$ cat src/rtl/uart_pkg.sv
package uart_pkg;

    // Default build-time configuration.
    localparam int DATA_BITS_DEF   = 8;
    localparam int COUNT_WIDTH_DEF = 16;

    // Register file layout.
    localparam int CFG_DATA_W  = 32;
    localparam int CFG_ADDR_W  = 3;
    localparam int TPB_W       = 16;
    localparam logic [TPB_W-1:0] TPB_RESET = 16'd104;

    // Register index (word address) of ticks_per_bit.
    localparam logic [0:0] REG_TICKS_PER_BIT = 1'b0;

    // Frame phase shared by the transmitter and the receiver.
    // For the receiver, PH_START is the half-bit wait after the falling edge.
    typedef enum logic [3:0] {
        PH_IDLE  = 4'b0001,
        PH_START = 4'b0010,
        PH_DATA  = 4'b0100,
        PH_STOP  = 4'b1000
    } t_phase;

    // One input item: one tick of the baud timing.
    typedef struct packed {
        logic       send_valid;
        logic [7:0] send_byte;
        logic       rx_line;
    } t_in_item;

    // One result item for that tick.
    typedef struct packed {
        logic       tx_line;
        logic       tx_busy;
        logic       send_taken;
        logic       rx_valid;
        logic [7:0] rx_byte;
        logic       rx_busy;
    } t_out_item;

    // Status from the transmitter for one tick.
    typedef struct packed {
        logic line;
        logic busy;
        logic taken;
    } t_tx_res;

    // Status from the receiver for one tick.
    typedef struct packed {
        logic       valid;
        logic [7:0] data;
        logic       busy;
    } t_rx_res;

endpackage

$ cat src/rtl/uart_cfg.sv
module uart_cfg #(
    parameter int COUNT_WIDTH = uart_pkg::COUNT_WIDTH_DEF
) (
    input  logic                            i_clk,
    input  logic                            i_rst_n,
    input  logic                            psel,
    input  logic                            penable,
    input  logic                            pwrite,
    input  logic [uart_pkg::CFG_ADDR_W-1:0] paddr,
    input  logic [uart_pkg::CFG_DATA_W-1:0] pwdata,
    output logic [uart_pkg::CFG_DATA_W-1:0] prdata,
    output logic                            pready,
    output logic [COUNT_WIDTH-1:0]          o_period,
    output logic [COUNT_WIDTH-1:0]          o_half
);

    logic [uart_pkg::TPB_W-1:0] r_tpb;
    logic [uart_pkg::TPB_W-1:0] n_tpb;
    logic                       reg_hit;
    logic                       wr_en;

    // Limit a bit period to what the tick counter can reach, and to at least one tick.
    function automatic logic [COUNT_WIDTH-1:0] clamp_period(input logic [uart_pkg::TPB_W-1:0] v);
        logic [31:0] wide;
        logic [31:0] lim;
        lim  = (32'd1 << COUNT_WIDTH) - 32'd1;
        wide = {16'd0, v};
        if (wide > lim) begin
            wide = lim;
        end
        if (wide == 32'd0) begin
            wide = 32'd1;
        end
        return wide[COUNT_WIDTH-1:0];
    endfunction

    // Address decode; the port never inserts wait states.
    assign reg_hit = (paddr[uart_pkg::CFG_ADDR_W-1:2] == uart_pkg::REG_TICKS_PER_BIT);
    assign wr_en   = psel && penable && pwrite && reg_hit;
    assign pready  = 1'b1;

    always_comb begin
        n_tpb = r_tpb;
        if (wr_en) begin
            n_tpb = pwdata[uart_pkg::TPB_W-1:0];
        end
    end

    always_ff @(posedge i_clk) begin
        if (!i_rst_n) begin
            r_tpb <= uart_pkg::TPB_RESET;
        end else begin
            r_tpb <= n_tpb;
        end
    end

    // Read back the raw register value.
    always_comb begin
        prdata = '0;
        if (reg_hit) begin
            prdata = {{(uart_pkg::CFG_DATA_W - uart_pkg::TPB_W){1'b0}}, r_tpb};
        end
    end

    // Full and half bit periods as used by the tick counters.
    assign o_period = clamp_period(r_tpb);
    assign o_half   = clamp_period(r_tpb >> 1);

endmodule

$ cat src/rtl/uart_tx.sv
module uart_tx #(
    parameter int DATA_BITS   = uart_pkg::DATA_BITS_DEF,
    parameter int COUNT_WIDTH = uart_pkg::COUNT_WIDTH_DEF
) (
    input  logic                   i_clk,
    input  logic                   i_rst_n,
    input  logic                   i_en,
    input  logic                   i_send_valid,
    input  logic [7:0]             i_send_byte,
    input  logic [COUNT_WIDTH-1:0] i_period,
    output uart_pkg::t_tx_res      o_res
);

    localparam int IDX_W = $clog2(DATA_BITS);
    localparam logic [IDX_W-1:0] LAST_IDX = IDX_W'(DATA_BITS - 1);

    uart_pkg::t_phase       r_phase, n_phase;
    logic [DATA_BITS-1:0]   r_shift, n_shift;
    logic [IDX_W-1:0]       r_idx, n_idx;
    logic [COUNT_WIDTH-1:0] r_cnt, n_cnt;
    logic [COUNT_WIDTH-1:0] cnt_inc;

    always_comb begin
        n_phase     = r_phase;
        n_shift     = r_shift;
        n_idx       = r_idx;
        n_cnt       = r_cnt;
        o_res.taken = 1'b0;

        // A request is taken only while idle; the frame starts this tick.
        if (r_phase == uart_pkg::PH_IDLE && i_send_valid) begin
            n_shift     = i_send_byte[DATA_BITS-1:0];
            n_phase     = uart_pkg::PH_START;
            n_idx       = '0;
            n_cnt       = '0;
            o_res.taken = 1'b1;
        end

        // Line level for this tick.
        case (n_phase)
            uart_pkg::PH_START: o_res.line = 1'b0;
            uart_pkg::PH_DATA:  o_res.line = n_shift[n_idx];
            default:            o_res.line = 1'b1;
        endcase
        o_res.busy = (n_phase != uart_pkg::PH_IDLE);

        // Bit timing and phase advance.
        cnt_inc = n_cnt + COUNT_WIDTH'(1);
        if (o_res.busy) begin
            if (cnt_inc >= i_period) begin
                n_cnt = '0;
                case (n_phase)
                    uart_pkg::PH_START: begin
                        n_phase = uart_pkg::PH_DATA;
                        n_idx   = '0;
                    end
                    uart_pkg::PH_DATA: begin
                        if (n_idx == LAST_IDX) begin
                            n_phase = uart_pkg::PH_STOP;
                        end else begin
                            n_idx = n_idx + IDX_W'(1);
                        end
                    end
                    default: begin
                        n_phase = uart_pkg::PH_IDLE;
                    end
                endcase
            end else begin
                n_cnt = cnt_inc;
            end
        end
    end

    always_ff @(posedge i_clk) begin
        if (!i_rst_n) begin
            r_phase <= uart_pkg::PH_IDLE;
            r_shift <= '0;
            r_idx   <= '0;
            r_cnt   <= '0;
        end else if (i_en) begin
            r_phase <= n_phase;
            r_shift <= n_shift;
            r_idx   <= n_idx;
            r_cnt   <= n_cnt;
        end
    end

endmodule

$ cat src/rtl/uart_rx.sv
module uart_rx #(
    parameter int DATA_BITS   = uart_pkg::DATA_BITS_DEF,
    parameter int COUNT_WIDTH = uart_pkg::COUNT_WIDTH_DEF
) (
    input  logic                   i_clk,
    input  logic                   i_rst_n,
    input  logic                   i_en,
    input  logic                   i_rx_line,
    input  logic [COUNT_WIDTH-1:0] i_period,
    input  logic [COUNT_WIDTH-1:0] i_half,
    output uart_pkg::t_rx_res      o_res
);

    localparam int IDX_W = $clog2(DATA_BITS);
    localparam logic [IDX_W-1:0] LAST_IDX = IDX_W'(DATA_BITS - 1);

    uart_pkg::t_phase       r_phase, n_phase;
    logic [DATA_BITS-1:0]   r_shift, n_shift;
    logic [IDX_W-1:0]       r_idx, n_idx;
    logic [COUNT_WIDTH-1:0] r_cnt, n_cnt;
    logic [COUNT_WIDTH-1:0] cnt_inc;

    always_comb begin
        n_phase     = r_phase;
        n_shift     = r_shift;
        n_idx       = r_idx;
        n_cnt       = r_cnt;
        o_res.valid = 1'b0;
        o_res.data  = '0;
        cnt_inc     = r_cnt + COUNT_WIDTH'(1);

        case (r_phase)
            // A low line opens a frame.
            uart_pkg::PH_IDLE: begin
                if (!i_rx_line) begin
                    n_phase = uart_pkg::PH_START;
                    n_shift = '0;
                    n_idx   = '0;
                    n_cnt   = '0;
                end
            end
            // Half-bit wait to move the sample point to mid-bit.
            uart_pkg::PH_START: begin
                if (cnt_inc >= i_half) begin
                    n_phase = uart_pkg::PH_DATA;
                    n_cnt   = '0;
                end else begin
                    n_cnt = cnt_inc;
                end
            end
            // Sample one data bit per bit period, LSB first.
            uart_pkg::PH_DATA: begin
                if (cnt_inc >= i_period) begin
                    n_cnt          = '0;
                    n_shift[r_idx] = r_shift[r_idx] | i_rx_line;
                    if (r_idx == LAST_IDX) begin
                        n_phase = uart_pkg::PH_STOP;
                    end else begin
                        n_idx = r_idx + IDX_W'(1);
                    end
                end else begin
                    n_cnt = cnt_inc;
                end
            end
            // Wait out the stop bit without checking it, then report.
            default: begin
                if (cnt_inc >= i_period) begin
                    n_cnt       = '0;
                    n_phase     = uart_pkg::PH_IDLE;
                    o_res.valid = 1'b1;
                    o_res.data  = 8'(r_shift);
                end else begin
                    n_cnt = cnt_inc;
                end
            end
        endcase

        o_res.busy = (n_phase != uart_pkg::PH_IDLE);
    end

    always_ff @(posedge i_clk) begin
        if (!i_rst_n) begin
            r_phase <= uart_pkg::PH_IDLE;
            r_shift <= '0;
            r_idx   <= '0;
            r_cnt   <= '0;
        end else if (i_en) begin
            r_phase <= n_phase;
            r_shift <= n_shift;
            r_idx   <= n_idx;
            r_cnt   <= n_cnt;
        end
    end

endmodule

$ cat src/rtl/uart_skid.sv
module uart_skid (
    input  logic                i_clk,
    input  logic                i_rst_n,
    input  logic                i_valid,
    output logic                o_ready,
    input  uart_pkg::t_out_item i_data,
    output logic                o_valid,
    input  logic                i_ready,
    output uart_pkg::t_out_item o_data
);

    logic                r_out_valid, n_out_valid;
    logic                r_skid_valid, n_skid_valid;
    uart_pkg::t_out_item r_out_data, n_out_data;
    uart_pkg::t_out_item r_skid_data, n_skid_data;
    logic                push;
    logic                pop;

    // Space is left as long as the skid entry is empty.
    assign o_ready = !r_skid_valid;
    assign push    = i_valid && o_ready;
    assign pop     = r_out_valid && i_ready;

    always_comb begin
        n_out_valid  = r_out_valid;
        n_out_data   = r_out_data;
        n_skid_valid = r_skid_valid;
        n_skid_data  = r_skid_data;
        if (!r_out_valid || pop) begin
            // Output register is free: refill from the skid entry first.
            if (r_skid_valid) begin
                n_out_valid  = 1'b1;
                n_out_data   = r_skid_data;
                n_skid_valid = 1'b0;
            end else if (push) begin
                n_out_valid = 1'b1;
                n_out_data  = i_data;
            end else begin
                n_out_valid = 1'b0;
            end
        end else if (push) begin
            // Output is held by a stalled transfer: park the new result.
            n_skid_valid = 1'b1;
            n_skid_data  = i_data;
        end
    end

    always_ff @(posedge i_clk) begin
        if (!i_rst_n) begin
            r_out_valid  <= 1'b0;
            r_skid_valid <= 1'b0;
        end else begin
            r_out_valid  <= n_out_valid;
            r_skid_valid <= n_skid_valid;
        end
    end

    always_ff @(posedge i_clk) begin
        r_out_data  <= n_out_data;
        r_skid_data <= n_skid_data;
    end

    assign o_valid = r_out_valid;
    assign o_data  = r_out_data;

endmodule

$ cat src/rtl/uart_8n1_transceiver.sv
// Bit-level 8N1 UART transmitter and receiver. Every input transfer is one baud tick carrying
// the sampled receive line and an optional byte to send; every tick yields exactly one result
// transfer with the transmit line level, busy flags, a send-taken flag and any received byte.
// A send request is taken only while the transmitter is idle and is otherwise dropped. Each bit
// lasts ticks_per_bit ticks (register at byte address 0, reset 104, 0 acts as 1, clamped to the
// tick counter range). The receiver starts on a low line, waits half a bit, samples DATA_BITS
// bits at mid-bit LSB first, waits one bit period for the unchecked stop bit, then reports.
// Each tick is handled by the frame state registers, so one tick is accepted every clock while
// input ready is high; the two-entry output buffer keeps input ready high until two results
// are waiting unread. Each result is registered in the output buffer before it is offered.
module uart_8n1_transceiver #(
    parameter int DATA_BITS   = uart_pkg::DATA_BITS_DEF,
    parameter int COUNT_WIDTH = uart_pkg::COUNT_WIDTH_DEF
) (
    input  logic                            i_clk,
    input  logic                            i_rst_n,
    // Tick input
    input  logic                            i_in_valid,
    output logic                            o_in_ready,
    input  uart_pkg::t_in_item              i_in_data,
    // Result output
    output logic                            o_out_valid,
    input  logic                            i_out_ready,
    output uart_pkg::t_out_item             o_out_data,
    // Register port
    input  logic                            psel,
    input  logic                            penable,
    input  logic                            pwrite,
    input  logic [uart_pkg::CFG_ADDR_W-1:0] paddr,
    input  logic [uart_pkg::CFG_DATA_W-1:0] pwdata,
    output logic [uart_pkg::CFG_DATA_W-1:0] prdata,
    output logic                            pready
);

    logic                   in_accept;
    logic [COUNT_WIDTH-1:0] period;
    logic [COUNT_WIDTH-1:0] half;
    uart_pkg::t_tx_res      tx_res;
    uart_pkg::t_rx_res      rx_res;
    uart_pkg::t_out_item    result;

    assign in_accept = i_in_valid && o_in_ready;

    // Configuration register.
    uart_cfg #(
        .COUNT_WIDTH (COUNT_WIDTH)
    ) u_cfg (
        .i_clk    (i_clk),
        .i_rst_n  (i_rst_n),
        .psel     (psel),
        .penable  (penable),
        .pwrite   (pwrite),
        .paddr    (paddr),
        .pwdata   (pwdata),
        .prdata   (prdata),
        .pready   (pready),
        .o_period (period),
        .o_half   (half)
    );

    // Transmitter; its state advances once per accepted tick.
    uart_tx #(
        .DATA_BITS   (DATA_BITS),
        .COUNT_WIDTH (COUNT_WIDTH)
    ) u_tx (
        .i_clk        (i_clk),
        .i_rst_n      (i_rst_n),
        .i_en         (in_accept),
        .i_send_valid (i_in_data.send_valid),
        .i_send_byte  (i_in_data.send_byte),
        .i_period     (period),
        .o_res        (tx_res)
    );

    // Receiver.
    uart_rx #(
        .DATA_BITS   (DATA_BITS),
        .COUNT_WIDTH (COUNT_WIDTH)
    ) u_rx (
        .i_clk     (i_clk),
        .i_rst_n   (i_rst_n),
        .i_en      (in_accept),
        .i_rx_line (i_in_data.rx_line),
        .i_period  (period),
        .i_half    (half),
        .o_res     (rx_res)
    );

    // Assemble this tick's result.
    always_comb begin
        result.tx_line    = tx_res.line;
        result.tx_busy    = tx_res.busy;
        result.send_taken = tx_res.taken;
        result.rx_valid   = rx_res.valid;
        result.rx_byte    = rx_res.data;
        result.rx_busy    = rx_res.busy;
    end

    // Output register with skid entry.
    uart_skid u_skid (
        .i_clk   (i_clk),
        .i_rst_n (i_rst_n),
        .i_valid (in_accept),
        .o_ready (o_in_ready),
        .i_data  (result),
        .o_valid (o_out_valid),
        .i_ready (i_out_ready),
        .o_data  (o_out_data)
    );

`ifndef ASSERT_OFF
    // Input back-pressure only happens with a result waiting at the output.
    a_ready_implies_pending: assert property (
        @(posedge i_clk) disable iff (!i_rst_n)
        !o_in_ready |-> o_out_valid
    ) else $error("input stalled with no result pending");

    // A completed byte ends the receive frame.
    a_rx_done_not_busy: assert property (
        @(posedge i_clk) disable iff (!i_rst_n)
        o_out_valid && o_out_data.rx_valid |-> !o_out_data.rx_busy
    ) else $error("receiver still busy on its report tick");

    // A taken request starts the frame with the start bit.
    a_taken_starts_frame: assert property (
        @(posedge i_clk) disable iff (!i_rst_n)
        o_out_valid && o_out_data.send_taken |-> o_out_data.tx_busy && !o_out_data.tx_line
    ) else $error("taken send did not drive a start bit");

    // The transmit line idles high.
    a_tx_idle_high: assert property (
        @(posedge i_clk) disable iff (!i_rst_n)
        o_out_valid && !o_out_data.tx_busy |-> o_out_data.tx_line
    ) else $error("transmit line low while idle");
`endif

endmodule

$ cat config.mk
export PLATFORM = sky130hd
export DESIGN_NAME = uart_8n1_transceiver
export DESIGN_NICKNAME = d
export VERILOG_FILES = /design/src/rtl/uart_pkg.sv /design/src/rtl/uart_cfg.sv /design/src/rtl/uart_tx.sv /design/src/rtl/uart_rx.sv /design/src/rtl/uart_skid.sv /design/src/rtl/uart_8n1_transceiver.sv
export SDC_FILE = /design/constraint.sdc
export NUM_CORES = 1
export LEC_CHECK = 0
export BUFFER_PORTS_ARGS = -buffer_cell sky130_fd_sc_hd__buf_2
export CAP_MARGIN = 5
export CORE_ASPECT_RATIO = 1.5
export CORE_MARGIN = 4
export CORE_UTILIZATION = 38
export DETAILED_ROUTE_END_ITERATION = 8
export GPL_TIMING_DRIVEN = 0
export PLACE_DENSITY = 0.54
export SLEW_MARGIN = 20
export SYNTH_ARGS = -nofsm -noshare
export SYNTH_HDL_FRONTEND = slang
export SYNTH_SLANG_ARGS = --single-unit
$ cat constraint.sdc
create_clock -name i_clk -period 6.79 [get_ports i_clk]
set_clock_uncertainty 0.15 [all_clocks]
set_input_delay 0 -clock i_clk [delete_from_list [all_inputs] [get_ports i_clk]]
set_output_delay 0 -clock i_clk [all_outputs]
set_load 0.005 [all_outputs]
==> metrics.cfg, run 1 <==
[sta]
worstMarginPinSlew_ns=0.7215
hold_viol=0
grt_setup_unrepaired=no
setup_tns_ns=0
timing.final.crit_period_ns=5.398
max-slew-margin-rel=0.5190
setup_viol=0
fmax_mhz=185.3
period_share=0.7949
slew_violations=0

[floorplanning]
die_x_um=117.0
ioPinCount=100
num_rows=59
core_region_area_um2=17420
die_y_um=171.5
die_area_um2=20060
initial_core_util=0.3886

[route]
detail_route.iter0.violations=269
wl_met3_um=745
dr.pass1.iters=4
top_layer=met4
via_count=5916
routed_wl_um=18060
drt-wirelength-per-cell_um=16.08
drc_errors=0
antenna_left=0
viasPerCell=5.268
wl_met1_um=7517
wl_met2_um=9396

[critical_path]
crit_family=simple AND/OR/NAND/NOR gates
path_cells=nor4b_4 > nand2_1 > clkbuf_1 > and2_1 > ha_1 > inv_1 > a2111oi_2 > nand3_1 > xor2_1 > nor2_1 > ha_1 > nand4_1 > nor3_1 > a2111oi_0 > o211ai_1 > nor3_2 > a22o_1
path_depth=17
worstSetupPathType=register to register
crit_buf_inv=2
crit_path_top_delay_cell=nor3_2
cp.arrival_ns=5.55
worst_path_most_repeated_cell=ha_1
worst_setup_path_start_kind=register
ff2ff_path_depth=17
end_kind=register
crit_required_ns=6.94
cp_slowest_stage_delay_ns=0.59
path_max_fanout=10

[clock_network]
clockBufferDepth=2
clock_sinks=106
cts_tree=yes
clk_latency_ns=0.36
cts_buffers=9
root_buffer=clkbuf_16
cts_setup_buffers=0
htreeDepth=3
cts.clk_slew.worst_paths_ns=0.08

[synthesis]
synth-seq-cells=106
synth_compound_gate_area_share=0.2016
synthAdderAreaFrac=0.09610
synth_cell_types=85
yosysWarnings=0
synthArstFlopShare=0
synth_area_um2=6770
ys_seq_area_frac=0.3519
synthFlopType=dfxtp_1
syn_inst=786
synthXorXnorAreaFrac=0.03992
synth_top_family_by_area=simple AND/OR/NAND/NOR gates
synth_edf_count=26
yosys.area_share.simple=0.2218
synth.area.mux_share=0.01460
syn_avg_cell_area_um2=8.614

[grt]
antenna_found_initial=0
grt_max_degree=20
grt_overflow_total=0
grt_usage=0.1878
grt_pass1_vias=5954
grt_pass1_wl_um=29880

[finish]
utilization=0.4590
drive_above_1_share=0.1648
fin_area_um2=7996
diodes=0
finalNetCount=1009
area_growth_pct=18.11

[flow_run]
cap_violations=0

[power]
p_per_area_nw_per_um2=170.0
cellLeakagePower_nw=3.239
finalPower_mw=1.359
ir_worst_vdd_mv=0.09041

[placement]
gp_congestion=0.8233
place_area_um2=7408
port_buffers=63
place_hpwl_um=14120

[status]
outcome=completed

[hold_path]
hp-class=input port to register
hold_depth=4

==> synthesized netlist by cell type (15+ instances only) <==
master	instances	area share
edfxtp_1	26	0.12
buf_4	17	0.019
inv_1	53	0.029
nand2_1	112	0.062
nor2_1	56	0.031
nand3_1	35	0.026
dfxtp_1	80	0.24
clkbuf_1	21	0.012
ha_1	52	0.096
o211ai_1	15	0.017
xor2_1	16	0.021
a21oi_1	54	0.040
==> logic make-up after synthesis <==
family	count (synthesis)
AO/OA/AOI/OAI	184
other	2
multiplexers	7
XOR/XNOR	30
adder cells (fa/ha/maj)	52
AND/OR/NAND/NOR	297
flip-flops	106
buffers and inverters	108
==> cells in the final DEF (no fill, tap or decap), drive strengths merged, types with 7 or more instances in the layout <==
cell         count
nand2b           9
or3              7
edfxtp          26
o221ai           8
a22o             7
a211oi          12
and3             9
dlygate4sd3     30
ha              52
nand2          113
buf             94
nor3             9
o21ai           22
dfxtp           80
o211ai          15
nor2            59
conb            17
o31ai           18
nand4           13
a21oi           55
clkbuf          30
and2             8
xnor2           13
nand3           36
xor2            17
inv             59
==> power by group <==
group          internal, mW  switching [mW]
combinational        0.0685           0.103
sequential            0.662          0.0112
clock                 0.256           0.259
total                 0.987           0.373
==> tightest hold or removal path, stage by stage <==
cell      delay (ns)
buf_2           0.09
nand4b_1        0.21
nand2_1         0.13
a21oi_1         0.05
==> area by class of cell <==
type | instances | area [um^2]
Clock buffer | 9 | 225.2
Buffer | 52 | 284.0
Fill cell | 1707 | 9425
Tap cell | 213 | 266.5
Clock inverter | 7 | 60.06
Inverter | 56 | 210.2
Timing Repair Buffer | 93 | 615.6
Multi-Input combinational cell | 587 | 3953
Sequential cell | 106 | 2382
==> flip-flops by register name (all words and copies together) (netlist names) <==
signal	flops
u_tx.r_phase	4
u_skid.r_skid_valid	1
u_rx.r_idx	3
u_tx.r_shift	8
u_tx.r_idx	3
u_cfg.r_tpb	16
u_skid.o_valid	1
u_skid.o_data	13
u_rx.r_shift	8
u_rx.r_phase	4
u_skid.r_skid_data	13
u_rx.r_cnt	16
u_tx.r_cnt	16
==> metrics by stage <==
step                hold WS, ns  cells  setup slack [ns]
CTS                    0.008784   1123             1.395
floorplan              -0.01404    801             2.772
detailed placement      0.08343   1077             1.414
global placement        0.08146   1077             1.487
global route            0.04314   1123            0.9628
finish                  0.02327   1123             1.392
==> routing by layer <==
layer,up-vias,GRT usage
met2,131,0.3408
met4,0,0.06138
met3,21,0.02358
li1,3038,-
met5,-,0
met1,2726,0.2262
==> worst paths after layout <==
path                endpoint  slack (ns)       startpoint
min          u_cfg.r_tpb[15]        0.02          penable
min reg2reg  u_tx.r_shift[6]        0.31  u_tx.r_shift[6]
max reg2reg   u_tx.r_cnt[14]        1.39  u_tx.r_phase[1]
max           u_tx.r_cnt[14]        1.39  u_tx.r_phase[1]
==> what timing repair did <==
item	4_1_cts	5_1_grt
hold endpoints to repair	30	0
hold buffers	30	0
gates resized for setup	0	0
No activity file was read; power rests on OpenSTA's default activity.
==> run 2, diff against run 1 <==
clock period = 5.4 ns   (was 6.79 ns; I/O delays follow)
==> run 2 against run 1 <==
Compared with the run above:
- wire length is 0.49% higher
- sequential share of layout area down 0.084 points
- final cell count rose by 0.18%
- clock power grew 26%
- sequential power rose by 26%
- via count up 0.93%
- cell area increased by 0.28%
- total power grew 26%
- critical endpoint is now u_tx.r_cnt[8]
==> metrics.cfg, run 2 (synthesis gave the netlist of run 1 again) <==
[clock_network]
htreeDepth=3  ; unchanged
clock_sinks=106  ; unchanged
cts.clk_slew.worst_paths_ns=0.08  ; about the same
cts_buffers=9  ; unchanged
clk_latency_ns=0.36  ; about the same
clockBufferDepth=2  ; unchanged
root_buffer=clkbuf_16
cts_tree=yes

[flow_run]
cap_violations=0  ; unchanged

[sta]
hold_viol=0  ; unchanged
fmax_mhz=199.1  ; +7.5%
slew_violations=0  ; unchanged
setup_viol=0  ; unchanged
setup_tns_ns=0  ; unchanged
period_share=0.9302  ; +0.1353
worstMarginPinSlew_ns=0.7347  ; +0.01318 ns
grt_setup_unrepaired=no
timing.final.crit_period_ns=5.023  ; -0.3745 ns
max-slew-margin-rel=0.5102  ; -0.008787

[status]
outcome=completed

[power]
ir_worst_vdd_mv=0.1139  ; +26%
cellLeakagePower_nw=3.252  ; +0.38%
finalPower_mw=1.712  ; +26%
p_per_area_nw_per_um2=213.5  ; +26%

[grt]
grt_usage=0.1878  ; unchanged
grt_max_degree=20  ; unchanged
grt_pass1_vias=5954  ; unchanged
grt_pass1_wl_um=29880  ; unchanged
grt_overflow_total=0  ; unchanged
antenna_found_initial=0  ; unchanged

[route]
detail_route.iter0.violations=280  ; +4.1%
antenna_left=0  ; unchanged
drc_errors=0  ; unchanged
viasPerCell=5.308  ; +0.75%
dr.pass1.iters=5  ; +1
drt-wirelength-per-cell_um=16.13  ; +0.31%
via_count=5971  ; +0.93%
routed_wl_um=18150  ; +0.49%

[critical_path]
ff2ff_path_depth=18  ; +1
crit_family=compound AO/OA/AOI/OAI gates
crit_path_top_delay_cell=a2111oi_0
path_max_fanout=10  ; unchanged
crit_buf_inv=3  ; +1
crit_required_ns=5.53  ; -1.41 ns
cp.arrival_ns=5.15  ; -0.40 ns
cp_slowest_stage_delay_ns=0.58  ; about the same
worstSetupPathType=register to register
r2r_slack_ns=0.38  ; -1.02 ns
end_kind=register
path_cells=nor4b_4 > nand2_1 > clkbuf_2 > and2_1 > ha_1 > inv_1 > a2111oi_2 > nand3_1 > xor2_1 > nor2_1 > ha_1 > nand4_1 > nor3_1 > a2111oi_0 > o211a_1 > buf_2 > nand3_1 > a21oi_1
path_depth=18  ; +1
worst_setup_path_start_kind=register

[placement]
port_buffers=63  ; unchanged
place_hpwl_um=14120  ; unchanged
gp_congestion=0.8233  ; unchanged

[floorplanning]
ioPinCount=100  ; unchanged
core_region_area_um2=17420  ; unchanged
die_area_um2=20060  ; unchanged
initial_core_util=0.3886  ; unchanged
num_rows=59  ; unchanged
die_y_um=171.5  ; unchanged
die_x_um=117.0  ; unchanged

[finish]
drive_above_1_share=0.1678  ; +0.002928
top_regs=u_cfg.r_tpb (16), u_rx.r_cnt (16), u_tx.r_cnt (16)
most-common-layout-cells=nand2_1 (112), dfxtp_1 (80), buf_2 (71), nor2_1 (55), a21oi_1 (54)
finalNetCount=1011  ; +0.20%
diodes=0  ; unchanged
area_growth_pct=18.44
final_common_cell=nand2_1

[hold_path]
hold_depth=4  ; unchanged
hp-class=input port to register

==> run 2: cell types whose count changed in the layout (fill, tap and decap cells not counted) <==
cell / change
buf_4: +2
nor3_4: +1
clkbuf_1: -1
nor3_2: -1
clkbuf_2: +1
==> run 2: final timing paths <==
kind | endpoint | start
worst max-delay path | u_tx.r_cnt[8] | u_tx.r_phase[1]
worst min-delay path | u_cfg.r_tpb[15] | penable
worst max register to register | u_tx.r_cnt[8] | u_tx.r_phase[1]
worst min register to register | u_tx.r_shift[6] | u_tx.r_shift[6]
==> run 2: final cells by class <==
cell class	instances	area [um^2]
buffer	52	285.3
timing repair buffer	95	630.6
inverter	56	210.2
sequential	106	2382
tap	213	266.5
clock buffer	9	225.2
clock inverter	7	60.06
fill	1708	9403
multi-input combinational	587	3959
==> run 2: worst min-delay path, delay by kind of cell <==
family	cells	cell delay (ns)
buffers and inverters	1	0.09
AOI/OAI and AO/OA	1	0.05
and+or+nand+nor	2	0.34
==> run 2: per-layer routing <==
metal	GRT usage	vias to the layer above	share of wire
li1	-	3048	-
met1	0.2262	2778	0.42
met2	0.3408	124	0.52
met3	0.02358	21	0.034
met4	0.06138	0	0.023
met5	0	-	0
==> run 2: what timing repair did <==
| action | in CTS | in global routing |
|---|---|---|
| setup endpoints to repair | 0 | 20 |
| endpoints found under the hold margin | 30 | 0 |
| gates resized for setup | 0 | 3 |
| setup buffers | 0 | 2 |
| hold buffers | 30 | 0 |
==> run 2: report_power, final <==
group,switching (mW),total [mW],leakage [nW],internal [mW]
Combinational,0.129,0.216,2.22,0.0865
Sequential,0.0141,0.847,0.898,0.832
Clock,0.328,0.650,0.137,0.322
==> run 2: through the flow <==
step	std cells	instance area, um^2	hold slack, ns	setup WS [ns]	utilization
floorplan	801	6827	-0.01404	1.382	-
global placement	1077	7408	0.08146	0.09707	0.4252
detailed placement	1077	7408	0.08343	0.02363	0.4252
CTS	1123	7994	0.008784	0.005188	0.4588
global route	1125	8019	0.04314	0.03136	0.4603
finish	1125	8019	0.02862	0.3770	0.4603
==> run 3, diff against run 2 <==
CELL_PAD_IN_SITES_DETAIL_PLACEMENT = 1   (was not set)
CELL_PAD_IN_SITES_GLOBAL_PLACEMENT = 2   (was not set)
CORE_UTILIZATION = 35   (was 38)
PLACE_DENSITY = 0.78   (was 0.54)
==> run 3 against run 2 <==
Compared with the run above:
- die area is 8.1% higher
- sequential share of layout area is 0.28 points lower
- clock power grew 6.3%
- cell area up 0.94%
- register-to-register slack better by 0.05 ns
- maximum frequency is 1.0% higher
- total power increased by 2.8%
- flip-flop and latch count unchanged
- count of clock-buffer cells in the layout up 2
- global-route usage up 1.0 points
- combinational power is 2% higher
- critical endpoint is now u_tx.r_cnt[12]
==> metrics.cfg, run 3 (synthesis gave the netlist of run 1 again) <==
[sta]
max-slew-margin-rel=0.5026  ; -0.007614
setup_viol=0  ; unchanged
period_share=0.9207  ; -0.009490
setup_tns_ns=0  ; unchanged
grt_setup_unrepaired=no
worstMarginPinSlew_ns=0.7461  ; +0.01142 ns
fmax_mhz=201.1  ; +1.0%
hold_viol=0  ; unchanged
slew_violations=0  ; unchanged
timing.final.crit_period_ns=4.972  ; -0.05125 ns
fin_hold_ws_ns=0.01306  ; -0.01556 ns

[route]
detail_route.iter0.violations=248  ; -11%
antenna_left=0  ; unchanged
via_count=6226  ; +4.3%
dr.pass1.iters=4  ; -1
drt-wirelength-per-cell_um=17.66  ; +9.5%
viasPerCell=5.335  ; +0.52%
routed_wl_um=20620  ; +14%
drc_errors=0  ; unchanged

[clock_network]
cts.clk_slew.worst_paths_ns=0.07  ; about the same
clk_latency_ns=0.36  ; about the same
root_buffer=clkbuf_16
htreeDepth=3  ; unchanged
clockBufferDepth=2  ; unchanged
cts_tree=yes
cts_setup_buffers=0  ; unchanged
clock_sinks=106  ; unchanged
cts_buffers=9  ; unchanged

[placement]
port_buffers=63  ; unchanged
place_area_um2=7462  ; +0.73%
place_hpwl_um=16300  ; +15%
gp_congestion=0.8388  ; +1.9%

[power]
cellLeakagePower_nw=3.265  ; +0.40%
pwr-share-seq=0.482  ; -0.012
ir_worst_vdd_mv=0.1150  ; +0.97%
pwr-share-comb=0.126  ; about the same
netSwitchingPower_uw=463.5  ; -1.6%
switching_share=0.2634  ; -0.01182
finalPower_mw=1.760  ; +2.8%
p_clk_frac=0.392  ; +0.012
p_per_area_nw_per_um2=217.4  ; +1.8%
p_int_mw=1.296  ; +4.5%

[floorplanning]
num_rows=62  ; +5.1%
ioPinCount=100  ; unchanged
initial_core_util=0.3548  ; -0.03384
core_region_area_um2=19080  ; +9.5%
die_x_um=121.6  ; +3.9%
die_y_um=178.3  ; +4.0%
die_area_um2=21680  ; +8.1%

[grt]
grt_pass1_wl_um=34200  ; +14%
antenna_found_initial=0  ; unchanged
use_met2=0.3804  ; +0.03954
grt_max_degree=19  ; -5.0%
gr-usage-met3=0.02443  ; +0.0008457
grt_usage=0.1980  ; +0.01022
top_usage_layer=met2
grt_overflow_total=0  ; unchanged
grt_util_met1=0.2172  ; -0.009003
grt_pass1_vias=6797  ; +14%

[finish]
diodes=0  ; unchanged
fin_area_um2=8094  ; +0.94%
most-common-layout-cells=nand2_1 (111), dfxtp_1 (80), buf_2 (71), nor2_1 (55), a21oi_1 (54)
area_growth_pct=19.55
final_common_cell=nand2_1
top_regs=u_cfg.r_tpb (16), u_rx.r_cnt (16), u_tx.r_cnt (16)
drive_above_1_share=0.1658  ; -0.002011
finalNetCount=1010  ; -0.099%

[critical_path]
end_kind=register
cp.arrival_ns=5.12  ; -0.03 ns
reg2reg_from=u_tx.r_phase[1]
worstSetupPathType=register to register
worst_setup_path_start_kind=register
path_max_fanout=18  ; +8
critPathLaunch=u_tx.r_phase[1]
crit_required_ns=5.55  ; +0.02 ns

[status]
outcome=completed

[flow_run]
cap_violations=0  ; unchanged

[hold_path]
hp-start=i_in_data[9]
hp-class=input port to register

-- run 3: timing repair --
action / 4_1_cts / 5_1_grt
cloned: 0 / 0
hold buffers: 32 / 0
hold endpoints to repair: 29 / 0
endpoints found under the setup margin: 7 / 18
gates resized for setup: 1 / 1
-- run 3: layer usage --
metal  wire, um  vias up  share of wire
met3        596       39          0.029
met2      10990      130           0.53
met1       8402     3017           0.41
met5          0        -              0
met4        624        0          0.030
li1           -     3040              -
-- run 3: worst paths after layout --
path,endpoint,slack [ns],depth (start not counted)
worst max-delay path,u_tx.r_cnt[12],0.43,15
worst min register to register,u_tx.r_shift[5],0.31,2
worst min-delay path,u_skid.r_skid_data[11],0.01,2
worst max register to register,u_tx.r_cnt[12],0.43,15
-- run 3: critical path, cell delays in order, from the launching register on --
cell and delay [ns]:
dfxtp_1 0.50, nor4b_4 0.12, nand2_2 0.34, and2_1 0.25, ha_1 0.27, inv_1 0.10
a2111oi_2 0.53, nand2_1 0.15, o21ai_1 0.27, ha_1 0.28, nand4_1 0.15, nor3_1 0.08
a2111oi_0 0.57, o211ai_1 0.44, nor3_4 0.49, a22o_1 0.20
-- run 3: cell type report --
cell class / count / area, um^2
fillers: 2359 / 10990
multi-input cells: 587 / 3961
flip-flops and latches: 106 / 2382
repair buffers: 95 / 635.6
well taps: 256 / 320.3
plain buffers: 51 / 280.3
clock buffers: 11 / 242.7
inverters: 56 / 210.2
clock inverters: 5 / 61.31
-- run 3: power by group through the flow --
| stage | Clock, mW | Combinational [mW] | Sequential [mW] |
|---|---|---|---|
| after floorplan | 0 | 0.132 | 0.863 |
| after global placement | 0 | 0.199 | 0.865 |
| after detailed placement | 0 | 0.204 | 0.866 |
| after CTS | 0.712 | 0.222 | 0.848 |
| after global routing | 0.734 | 0.247 | 0.851 |
| final | 0.691 | 0.221 | 0.848 |
-- run 3: through the flow --
stage                     utilization  worst slack [ns]  cells
after floorplan                     -             1.382    801
after global placement         0.3910           0.08195   1120
after detailed placement       0.3910           -0.1326   1120
after CTS                      0.4239            0.1832   1167
after global routing           0.4241           0.03596   1167
final                          0.4241            0.4282   1167
